## src/coim_pkg.sv

```systemverilog
// Shared types and codes for the client to order id map.
package coim_pkg;

  localparam int ID_W    = 63;
  localparam int ENTRY_W = 2 * ID_W;

  localparam logic [1:0] ACT_ADD    = 2'd0;
  localparam logic [1:0] ACT_CLOSE  = 2'd1;
  localparam logic [1:0] ACT_LOOKUP = 2'd2;

  localparam logic [1:0] ST_OK        = 2'd0;
  localparam logic [1:0] ST_NOT_FOUND = 2'd1;
  localparam logic [1:0] ST_DUPLICATE = 2'd2;
  localparam logic [1:0] ST_FULL      = 2'd3;

  typedef struct packed {
    logic [1:0]      action;
    logic [ID_W-1:0] client_id;
    logic [ID_W-1:0] order_id;
  } req_t;

  typedef struct packed {
    logic [ID_W-1:0] found_order;
    logic [1:0]      status;
    logic            from_history;
  } rsp_t;

endpackage

```

## src/coim_ctrl.sv

```systemverilog
// Sequencer: scans both tables with one key comparator and updates them.
module coim_ctrl #(
  parameter int OPEN_DEPTH    = 64,
  parameter int HISTORY_DEPTH = 16,
  parameter int OAW           = 6,
  parameter int HAW           = 4
) (
  input  logic                              clk,
  input  logic                              rst,
  input  logic                              req_valid,
  input  coim_pkg::req_t                    req,
  output logic                              busy,
  output logic                              res_valid,
  input  logic                              res_take,
  output coim_pkg::rsp_t                    res,
  output logic                              o_we,
  output logic [OAW-1:0]                    o_waddr,
  output logic [coim_pkg::ENTRY_W-1:0]      o_wdata,
  output logic [OAW-1:0]                    o_raddr,
  input  logic [coim_pkg::ENTRY_W-1:0]      o_rdata,
  output logic                              h_we,
  output logic [HAW-1:0]                    h_waddr,
  output logic [coim_pkg::ENTRY_W-1:0]      h_wdata,
  output logic [HAW-1:0]                    h_raddr,
  input  logic [coim_pkg::ENTRY_W-1:0]      h_rdata
);
  import coim_pkg::*;

  localparam int CW = $clog2(HISTORY_DEPTH + 1);
  localparam logic [OAW-1:0] O_LAST = OAW'(OPEN_DEPTH - 1);
  localparam logic [HAW-1:0] H_LAST = HAW'(HISTORY_DEPTH - 1);
  localparam logic [CW-1:0]  H_FULL = CW'(HISTORY_DEPTH);

  localparam logic [1:0] S_IDLE  = 2'd0;
  localparam logic [1:0] S_OSCAN = 2'd1;
  localparam logic [1:0] S_HSCAN = 2'd2;
  localparam logic [1:0] S_DONE  = 2'd3;

  logic [1:0]            state;
  logic [1:0]            act;
  logic [ID_W-1:0]       key;
  logic [ID_W-1:0]       ord;
  logic [OPEN_DEPTH-1:0] open_valid;
  logic [OAW-1:0]        oidx;
  logic [OAW-1:0]        ochk_idx;
  logic                  ochk;
  logic                  free_fnd;
  logic [OAW-1:0]        free_idx;
  logic [ID_W-1:0]       hit_order;
  logic [HAW-1:0]        hist_head;
  logic [CW-1:0]         hist_count;
  logic [HAW-1:0]        hslot;
  logic [CW-1:0]         hn;
  logic                  hchk;
  logic                  hchk_last;

  logic [ID_W-1:0] o_rkey, o_rorder, h_rkey, h_rorder, cmp_key;
  logic            key_eq, o_hit, o_end, h_hit, h_end;
  logic [OAW-1:0]  oidx_next;
  logic [HAW-1:0]  hslot_next, head_next;

  assign o_rkey   = o_rdata[ENTRY_W-1 -: ID_W];
  assign o_rorder = o_rdata[ID_W-1:0];
  assign h_rkey   = h_rdata[ENTRY_W-1 -: ID_W];
  assign h_rorder = h_rdata[ID_W-1:0];

  assign busy      = (state != S_IDLE);
  assign res_valid = (state == S_DONE);

  always_comb begin
    oidx_next  = (oidx == O_LAST) ? '0 : oidx + 1'b1;
    hslot_next = (hslot == H_LAST) ? '0 : hslot + 1'b1;
    head_next  = (hist_head == H_LAST) ? '0 : hist_head + 1'b1;

    // the one comparator, shared by both scans
    cmp_key = (state == S_HSCAN) ? h_rkey : o_rkey;
    key_eq  = (cmp_key == key);

    o_hit = (state == S_OSCAN) && ochk && open_valid[ochk_idx] && key_eq;
    o_end = (state == S_OSCAN) && ochk && (o_hit || ochk_idx == O_LAST);
    h_hit = (state == S_HSCAN) && hchk && key_eq;
    h_end = (state == S_HSCAN) && hchk && (h_hit || hchk_last);

    o_we    = o_end && !o_hit && (act == ACT_ADD) && free_fnd;
    o_waddr = free_idx;
    o_wdata = {key, ord};
    o_raddr = oidx;

    // hslot ends the scan on the push slot; with an empty history it is the head
    h_we    = (o_end && o_hit && (act == ACT_CLOSE) && (hist_count == '0)) ||
              (h_end && !h_hit && (act == ACT_CLOSE));
    h_waddr = hslot;
    h_wdata = {key, (state == S_OSCAN) ? o_rorder : hit_order};
    h_raddr = hslot;
  end

  always_ff @(posedge clk) begin
    if (rst) begin
      state      <= S_IDLE;
      open_valid <= '0;
      hist_head  <= '0;
      hist_count <= '0;
      ochk       <= 1'b0;
      hchk       <= 1'b0;
      free_fnd   <= 1'b0;
    end else begin
      case (state)
        S_IDLE: begin
          if (req_valid) begin
            act      <= req.action;
            key      <= req.client_id;
            ord      <= req.order_id;
            oidx     <= '0;
            ochk     <= 1'b0;
            free_fnd <= 1'b0;
            hslot    <= hist_head;
            hn       <= '0;
            hchk     <= 1'b0;
            res      <= '0;
            if (req.action == ACT_ADD || req.action == ACT_CLOSE ||
                req.action == ACT_LOOKUP) begin
              state <= S_OSCAN;
            end else begin
              state <= S_DONE;
            end
          end
        end
        S_OSCAN: begin
          oidx     <= oidx_next;
          ochk     <= !o_end;
          ochk_idx <= oidx;
          if (!free_fnd && !open_valid[oidx]) begin
            free_fnd <= 1'b1;
            free_idx <= oidx;
          end
          if (o_end) begin
            case (act)
              ACT_ADD: begin
                state <= S_DONE;
                if (o_hit) begin
                  res.status <= ST_DUPLICATE;
                end else if (free_fnd) begin
                  res.status           <= ST_OK;
                  open_valid[free_idx] <= 1'b1;
                end else begin
                  res.status <= ST_FULL;
                end
              end
              ACT_CLOSE: begin
                if (!o_hit) begin
                  state      <= S_DONE;
                  res.status <= ST_NOT_FOUND;
                end else begin
                  open_valid[ochk_idx] <= 1'b0;
                  hit_order            <= o_rorder;
                  res.status           <= ST_OK;
                  if (hist_count == '0) begin
                    state      <= S_DONE;
                    hist_count <= hist_count + 1'b1;
                  end else begin
                    state <= S_HSCAN;
                  end
                end
              end
              ACT_LOOKUP: begin
                if (o_hit) begin
                  state           <= S_DONE;
                  res.found_order <= o_rorder;
                  res.status      <= ST_OK;
                end else if (hist_count == '0) begin
                  state      <= S_DONE;
                  res.status <= ST_NOT_FOUND;
                end else begin
                  state <= S_HSCAN;
                end
              end
              default: begin
                state <= S_DONE;
                res   <= '0;
              end
            endcase
          end
        end
        S_HSCAN: begin
          if (hn < hist_count) begin
            hslot     <= hslot_next;
            hn        <= hn + 1'b1;
            hchk_last <= (CW'(hn + 1'b1) == hist_count);
          end
          hchk <= (hn < hist_count) && !h_end;
          if (h_end) begin
            state <= S_DONE;
            if (act == ACT_LOOKUP) begin
              if (h_hit) begin
                res.found_order  <= h_rorder;
                res.from_history <= 1'b1;
                res.status       <= ST_OK;
              end else begin
                res.status <= ST_NOT_FOUND;
              end
            end else begin
              res.status <= ST_OK;
              if (!h_hit) begin
                if (hist_count != H_FULL) begin
                  hist_count <= hist_count + 1'b1;
                end else begin
                  hist_head <= head_next;
                end
              end
            end
          end
        end
        S_DONE: begin
          if (res_take) begin
            state <= S_IDLE;
          end
        end
        default: begin
          state <= S_IDLE;
        end
      endcase
    end
  end

  a_hist_bound: assert property (@(posedge clk) disable iff (rst)
    hist_count <= H_FULL)
    else $error("history count above depth");

  a_add_free: assert property (@(posedge clk) disable iff (rst)
    o_we |-> !open_valid[o_waddr])
    else $error("add overwrites a live open entry");

  a_push_grow: assert property (@(posedge clk) disable iff (rst)
    h_we && (hist_count != H_FULL) |=> hist_count == CW'($past(hist_count) + 1'b1))
    else $error("history push did not grow the count");

  a_push_wrap: assert property (@(posedge clk) disable iff (rst)
    h_we && (hist_count == H_FULL) |=> hist_head != $past(hist_head) || HISTORY_DEPTH == 1)
    else $error("full history push did not advance the head");

  a_res_hold: assert property (@(posedge clk) disable iff (rst)
    (state == S_DONE) && !res_take |=> (state == S_DONE) && $stable(res))
    else $error("pending result changed");

endmodule
```

## config.mk

```make
export PLATFORM = sky130hd
export DESIGN_NAME = coim_ctrl
export DESIGN_NICKNAME = d
export VERILOG_FILES = /design/src/coim_pkg.sv /design/src/coim_ctrl.sv
export SDC_FILE = /design/constraint.sdc
export NUM_CORES = 1
export LEC_CHECK = 0
export ABC_AREA = 1
export BUFFER_PORTS_ARGS = -buffer_cell sky130_fd_sc_hd__buf_2
export CORE_AREA = 2 2 279 281
export CTS_BUF_LIST = sky130_fd_sc_hd__clkbuf_4 sky130_fd_sc_hd__clkbuf_8
export DETAILED_ROUTE_END_ITERATION = 7
export DIE_AREA = 0 0 281 283
export PLACE_DENSITY_LB_ADDON = 0.2
export SLEW_MARGIN = 5
export SYNTH_ARGS = -nofsm -noshare
export SYNTH_HDL_FRONTEND = slang
export SYNTH_SLANG_ARGS = --single-unit
```

## constraint.sdc

```tcl
create_clock -name clk -period 6.66 [get_ports clk]
set_input_delay 0.333 -clock clk [delete_from_list [all_inputs] [get_ports clk]]
set_output_delay 0.333 -clock clk [all_outputs]
set_load 0.02 [all_outputs]
```

# Word level (Yosys, flattened, before mapping)
# Cells that the tools add are included.
dict set report totals {
  elab_cells 200
  register_bits 363
  out_inout_bits 342
}
dict set report op_classes {
  reduce_logical 59
  magnitude_cmp 6
  n_eq_ne 35
  muxes 68
  bitwise 7
  n_addsub 5
}
# operator n
set op_table {}
lappend op_table {{$mux 63} 5}
lappend op_table {{$mux 66} 3}
lappend op_table {{$pmux 66 s3} 1}
lappend op_table {{$mux 64} 3}
lappend op_table {{$pmux 64 s2} 1}
lappend op_table {{$pmux 63 s2} 1}
lappend op_table {{$and 64x64->64} 1}
lappend op_table {{$not 64->64} 1}
lappend op_table {{$or 64x64->64} 1}
lappend op_table {{$eq 63x63->1} 1}
lappend op_table {{$mux 5} 10}
lappend op_table {{$mux 2} 12}
lappend op_table {{$ne 2x2->1 const B} 12}
lappend op_table {{$lt 6x7->1 const B} 3}
lappend op_table {{$pmux 5 s2} 2}
lappend op_table {{$logic_and 1x1->1} 19}
lappend op_table {{$reduce_and 9->1} 2}
lappend op_table {{$mux 4} 4}
lappend op_table {{$reduce_and 3->1} 5}
lappend op_table {{$ne 2x1->1 const B} 7}
lappend op_table {{$bmux 1 s6} 2}
lappend op_table {{$demux 1 s6} 2}
lappend op_table {{$eq 6x6->1 const B} 2}
lappend op_table {{$ge 6x1->1 const B} 2}
lappend op_table {{other kinds (33)} 78}

# Longest topological paths before layout
dict set report depth {
  word_depth 10
  depth_mapped 23
  ltp_nobuf 21
}

# Worst setup path after synthesis
# Ideal clock, no wire load.
dict set report synth_timing {
  path_kind {reg2reg}
  startpoint {reg state[0]}
  endpoint {reg res[10] (netlist name) (enable)}
  slack_ps -217
  required_ps 6098
  arrival_ps 6315
  stages_incl_launch_ff 20
  path_buffers 2
  path_cell_list {dfxtp_1 -> inv_1 -> ha_1 -> buf_4 -> inv_6 -> buf_4 -> nand2_1 -> nand3b_1 -> nand2_1 -> nor2_1 -> nand2_1 -> nor2_1 -> nand2_1 -> nor2_2 -> nand2_1 -> nor2_4 -> nor2_1 -> nand2_1 -> nand3_1 -> nor3_1}
}
dict set report synth_via {
  elab_chain_cells 8
  elab_cells_between_ends 23
  classes_between {10 x eq/ne; 1 x mux; 12 x reduce/logical}
}
# element line
set synth_lines {}
lappend synth_lines {{start: declaration} coim_ctrl.sv:39} ;# logic [1:0] state;
lappend synth_lines {{start signal: assignment} coim_ctrl.sv:99} ;# state <= S_IDLE;
lappend synth_lines {{start signal: assignment} coim_ctrl.sv:122} ;# state <= S_OSCAN;
lappend synth_lines {{start signal: assignment} coim_ctrl.sv:124} ;# state <= S_DONE;
lappend synth_lines {{$eq 2x2->1 or $eq 2x1->1 (tied branches)} --}
lappend synth_lines {{$mux 63 or $logic_and 1x1->1 (tied branches)} {coim_ctrl.sv:76, coim_ctrl.sv:79, coim_ctrl.sv:80}}
lappend synth_lines {{$eq 63x63->1 or $logic_and 1x1->1 (tied branches)} {coim_ctrl.sv:77, coim_ctrl.sv:79}}
lappend synth_lines {{$logic_and 1x1->1 (on tied branches)} {coim_ctrl.sv:81, coim_ctrl.sv:79}}
lappend synth_lines {{$logic_or 1x1->1 (on tied branches)} {coim_ctrl.sv:82, coim_ctrl.sv:80}}
lappend synth_lines {{$logic_and 1x1->1 (on tied branches)} {coim_ctrl.sv:82, coim_ctrl.sv:80}}
lappend synth_lines {{$ne 2x2->1 (no line)} --}
lappend synth_lines {{$reduce_and 9->1 (no line) *} --}
lappend synth_lines {{end: declaration} coim_ctrl.sv:15} ;# output coim_pkg::rsp_t res,
# Every way passes the cells marked *; elsewhere a longest branch is shown, timed or not.
# A chain may end at the register's enable or synchronous reset.

# Final worst setup path
dict set report layout_timing {
  startpoint {reg state[0]}
  endpoint {reg open_valid[20]}
}
dict set report layout_via {
  elab_chain_cells 7
  elab_cells_between_ends 12
  classes_between {5 x eq/ne; 1 x mux; 6 x reduce/logical}
}
# element line
set layout_lines {}
lappend layout_lines {{$eq 2x2->1 or $eq 2x1->1 (tied branches)} --}
lappend layout_lines {{$mux 63 or $logic_and 1x1->1 (tied branches)} {coim_ctrl.sv:76, coim_ctrl.sv:79, coim_ctrl.sv:80}}
lappend layout_lines {{$eq 63x63->1 or $logic_and 1x1->1 (tied branches)} {coim_ctrl.sv:77, coim_ctrl.sv:79}}
lappend layout_lines {{$logic_and 1x1->1} coim_ctrl.sv:79} ;# o_hit = (state == S_OSCAN) && ochk && open_valid[ochk_idx] && key_eq;
lappend layout_lines {{$logic_or 1x1->1} coim_ctrl.sv:80} ;# o_end = (state == S_OSCAN) && ochk && (o_hit || ochk_idx == O_LAST);
lappend layout_lines {{$logic_and 1x1->1} coim_ctrl.sv:80}
lappend layout_lines {{$reduce_and 6->1 (no line) *} --}
lappend layout_lines {{end signal: assignment} coim_ctrl.sv:100} ;# open_valid <= '0;
lappend layout_lines {{end signal: indexed assignment} coim_ctrl.sv:144} ;# open_valid[free_idx] <= 1'b1;
lappend layout_lines {{end signal: indexed assignment} coim_ctrl.sv:154} ;# open_valid[ochk_idx] <= 1'b0;
lappend layout_lines {{end: declaration} coim_ctrl.sv:43} ;# logic [OPEN_DEPTH-1:0] open_valid;
# Marks and branches as above.

==> impl_metrics.py <==
metrics = {
    "route": {
        "wl_per_cell_um": 19.8,
        "dr.pass1.iters": 5,
        "via_per_inst": 4.62,
        "vias": 20521,
        "drc_errors": 0,
        "drt_iter0_drc": 1484,
        "drt_wl_total_um": 87900,
        "ant_nets": 0,
    },
    "logic_synthesis": {
        "syn_inst": 2465,
        "syn_avg_cell_area_um2": 7.99,
        "ys_types": 37,
        "ys_seq_area_frac": 0.514,
        "ys_ff_latch": 363,
        "synth_warnings": 0,
        "syn_nets": 2868,
        "synth_area_um2": 19700,
    },
    "layout": {
        "nets": 3728,
        "drive_gt1_frac": 0.263,
        "area_delta_synth_final_pct": 40.2,
        "layout_common_cells": "nand2_1, buf_2, edfxtp_1, dlygate4sd3_1, nand3_1",
        "fillers": 8104,
        "instances_no_fill": 4443,
        "final_common_cell": "nand2_1",
    },
    "placed_design": {
        "dp.cells": 4059,
        "hpwlAfterDp_um": 62700,
        "gp_congestion": 0.909,
        "post-place-ws_ns": 1.94,
        "port_buffers": 725,
    },
    "worst_setup_path": {
        "crit_type": "flop to flop",
        "start_kind": "flop",
        "cp_slowest_cell": "nand2_2",
        "slowest_delay_ns": 0.74,
        "worstPathMaxFanout": 145,
        "path_depth": 20,
        "timing.critical_path.buf_inv": 3,
        "worst_setup_path_end_kind": "flop",
        "cp_top_family": "simple AND/OR/NAND/NOR gates",
        "required_ns": 7.24,
        "crit_top_cell": "nand2_1",
        "arrival_ns": 5.21,
        "r2r_cells": 20,
        "cp_cell_sequence": "inv_1 -> ha_4 -> buf_12 -> nand2_1 -> nand3_1 -> nand2_1 -> nor2_1 -> nand2_1 -> nor2_1 -> nand2_1 -> nor2_2 -> nand2_1 -> nor2_4 -> nand2_1 -> o21ai_1 -> nor2_4 -> nand2_2 -> buf_4 -> nand2_1 -> a21oi_1",
    },
    "cts": {
        "root_buffer": "clkbuf_8",
        "cts_tree": "built",
        "cts_sinks": 363,
        "cts_resized": 0,
        "htreeDepth": 3,
        "postCtsSetupRepairBufs": 0,
        "numCtsBuffers": 75,
        "clk_pin_slew_ns": 0.05,
        "clk_latency_ns": 0.67,
        "cts_buffer_depth": 3,
    },
    "die": {
        "die_h_um": 283,
        "core_um2": 76700,
        "fp-row-count": 102,
        "initial_core_util": 0.257,
        "num_io_pins": 726,
        "dieArea_um2": 79500,
        "die-width_um": 281,
    },
    "pwr": {
        "p_leak_nw": 11.9,
        "p_total_mw": 8.29,
        "irDropWorstVdd_mv": 0.209,
        "power.density_nw_per_um2": 300,
    },
    "run_status": {
        "outcome": "completed",
    },
    "sta": {
        "setup_viol": 0,
        "max_freq_ghz": 0.216,
        "rsz0062_at_grt": "false",
        "tightest_slew_ns": 1.02,
        "fin_ws_ns": 2.03,
        "final.setup.tns_ns": 0,
        "timing_max_transition_violations_final": 0,
        "post-route-period-util": 0.695,
        "layout_min_cycle_time_ns": 4.63,
        "relSlewSlack": 0.315,
        "finalHoldViolCount": 0,
        "clock_skew_ns": 0.0403,
    },
    "hold_path": {
        "hp-class": "primary input to flop",
        "min_path_cells": 3,
    },
    "global_route": {
        "grt_pass1_wl_um": 129000,
        "gr-total-overflow": 0,
        "antenna_found_initial": 25,
        "grtUsageTotal": 0.216,
        "grt_pass1_vias": 20018,
        "grt_max_degree": 146,
    },
    "job": {
        "drv_cap": 0,
    },
}
## path summary, 6_finish.rpt
check	slack [ns]	from	end
max	2.03	state[0]$_SDFFE_PP0P_	open_valid[20]$_SDFFE_PP0P_
min	0.07	h_rdata[26]	res[29]$_DFFE_PP_
max reg2reg	2.03	state[0]$_SDFFE_PP0P_	open_valid[20]$_SDFFE_PP0P_
min reg2reg	0.48	open_valid[0]$_SDFFE_PP0P_	open_valid[0]$_SDFFE_PP0P_
## area by class of cell
class | instances | area [um2] | share of cell area
Sequential cell | 363 | 10100 | 0.367
Multi-Input combinational cell | 1745 | 7900 | 0.286
Timing Repair Buffer | 978 | 6110 | 0.221
Tap cell | 1040 | 1300 | 0.0471
Clock buffer | 102 | 1270 | 0.0461
Inverter | 162 | 613 | 0.0222
Clock inverter | 36 | 241 | 0.00875
Antenna cell | 17 | 42.5 | 0.00154
## cells by family (layout without fill, tap and decap cells)
kind of cell    Yosys count  in the layout  share of synthesized area
simple gates           1282           1282                      0.264
compound gates          432            432                      0.116
flops                   363            363                      0.514
buf+inv                 357           1278                     0.0882
fa+ha+maj                19             19                     0.0121
xor+xnor                 11             11                    0.00489
mux                       1              1                   0.000508
other cells               0             17                          0
## synth_stat cells
library cell	instances	area share
nand2_1	867	0.17
edfxtp_1	285	0.43
nand3_1	219	0.056
o21ai_0	203	0.052
a21oi_1	180	0.046
inv_1	160	0.031
nor2_1	139	0.027
clkbuf_1	79	0.015
dfxtp_1	78	0.079
buf_4	71	0.027
nor3_1	31	0.0079
o211ai_1	30	0.011
buf_2	27	0.0069
ha_1	19	0.012
buf_6	12	0.0069
xor2_1	8	0.0036
nand3b_1	7	0.0027
o32ai_1	7	0.0031
buf_1	6	0.0011
nand4_1	5	0.0016
nor4_1	5	0.0016
o22ai_1	4	0.0013
nor2_2	3	0.00095
o21ai_1	3	0.00076
xnor2_1	3	0.0013
o221ai_1	2	0.00089
or2_2	2	0.00064
a211oi_1	1	0.00038
a31oi_1	1	0.00032
and3_1	1	0.00032
inv_2	1	0.00019
inv_6	1	0.00044
mux2i_1	1	0.00051
nand2_2	1	0.00032
nor2_4	1	0.00057
nor3b_1	1	0.00038
o31ai_1	1	0.00038
## tightest hold or removal path: cells and delay by family
kind            cells  cell delay [ns]
buf+inv             1             0.09
compound gates      1             0.08
simple gates        1             0.05
## routing by layer
layer | wire length, um | track usage | up-vias
met1 | 36200 | 0.272 | 9602
met2 | 42000 | 0.350 | 781
met4 | 3700 | 0.0969 | 8
li1 | - | - | 9939
met5 | 53 | 0 | -
met3 | 5870 | 0.0487 | 191
## power breakdown
part | switching, mW | internal (mW)
Clock | 1.12 | 1.30
Combinational | 2.05 | 0.811
Sequential | 0.206 | 2.81
Total | 3.37 | 4.92
## per-stage QoR
step	instance area, um2	util	hold slack, ns
2_1_floorplan	19700	-	0.432
3_3_place_gp	23800	0.310	0.468
3_5_place_dp	23800	0.310	0.472
4_1_cts	27600	0.359	0.00473
5_1_grt	27600	0.360	0.0399
6_report	27600	0.360	0.0713
## repair_timing
item | 4_1_cts | 5_1_grt
setup endpoints to repair | 0 | 0
endpoints found under the hold margin | 231 | 0
hold buffers | 229 | 0
## flip-flops by register name, summed over array words and instances (netlist names), 6 cells and up
name / flops
hit_order: 63
key: 63
o_raddr: 6
o_waddr: 6
ochk_idx: 6
open_valid: 64
ord: 63
res: 66
Note: power is estimated with default switching activity, not from simulation.
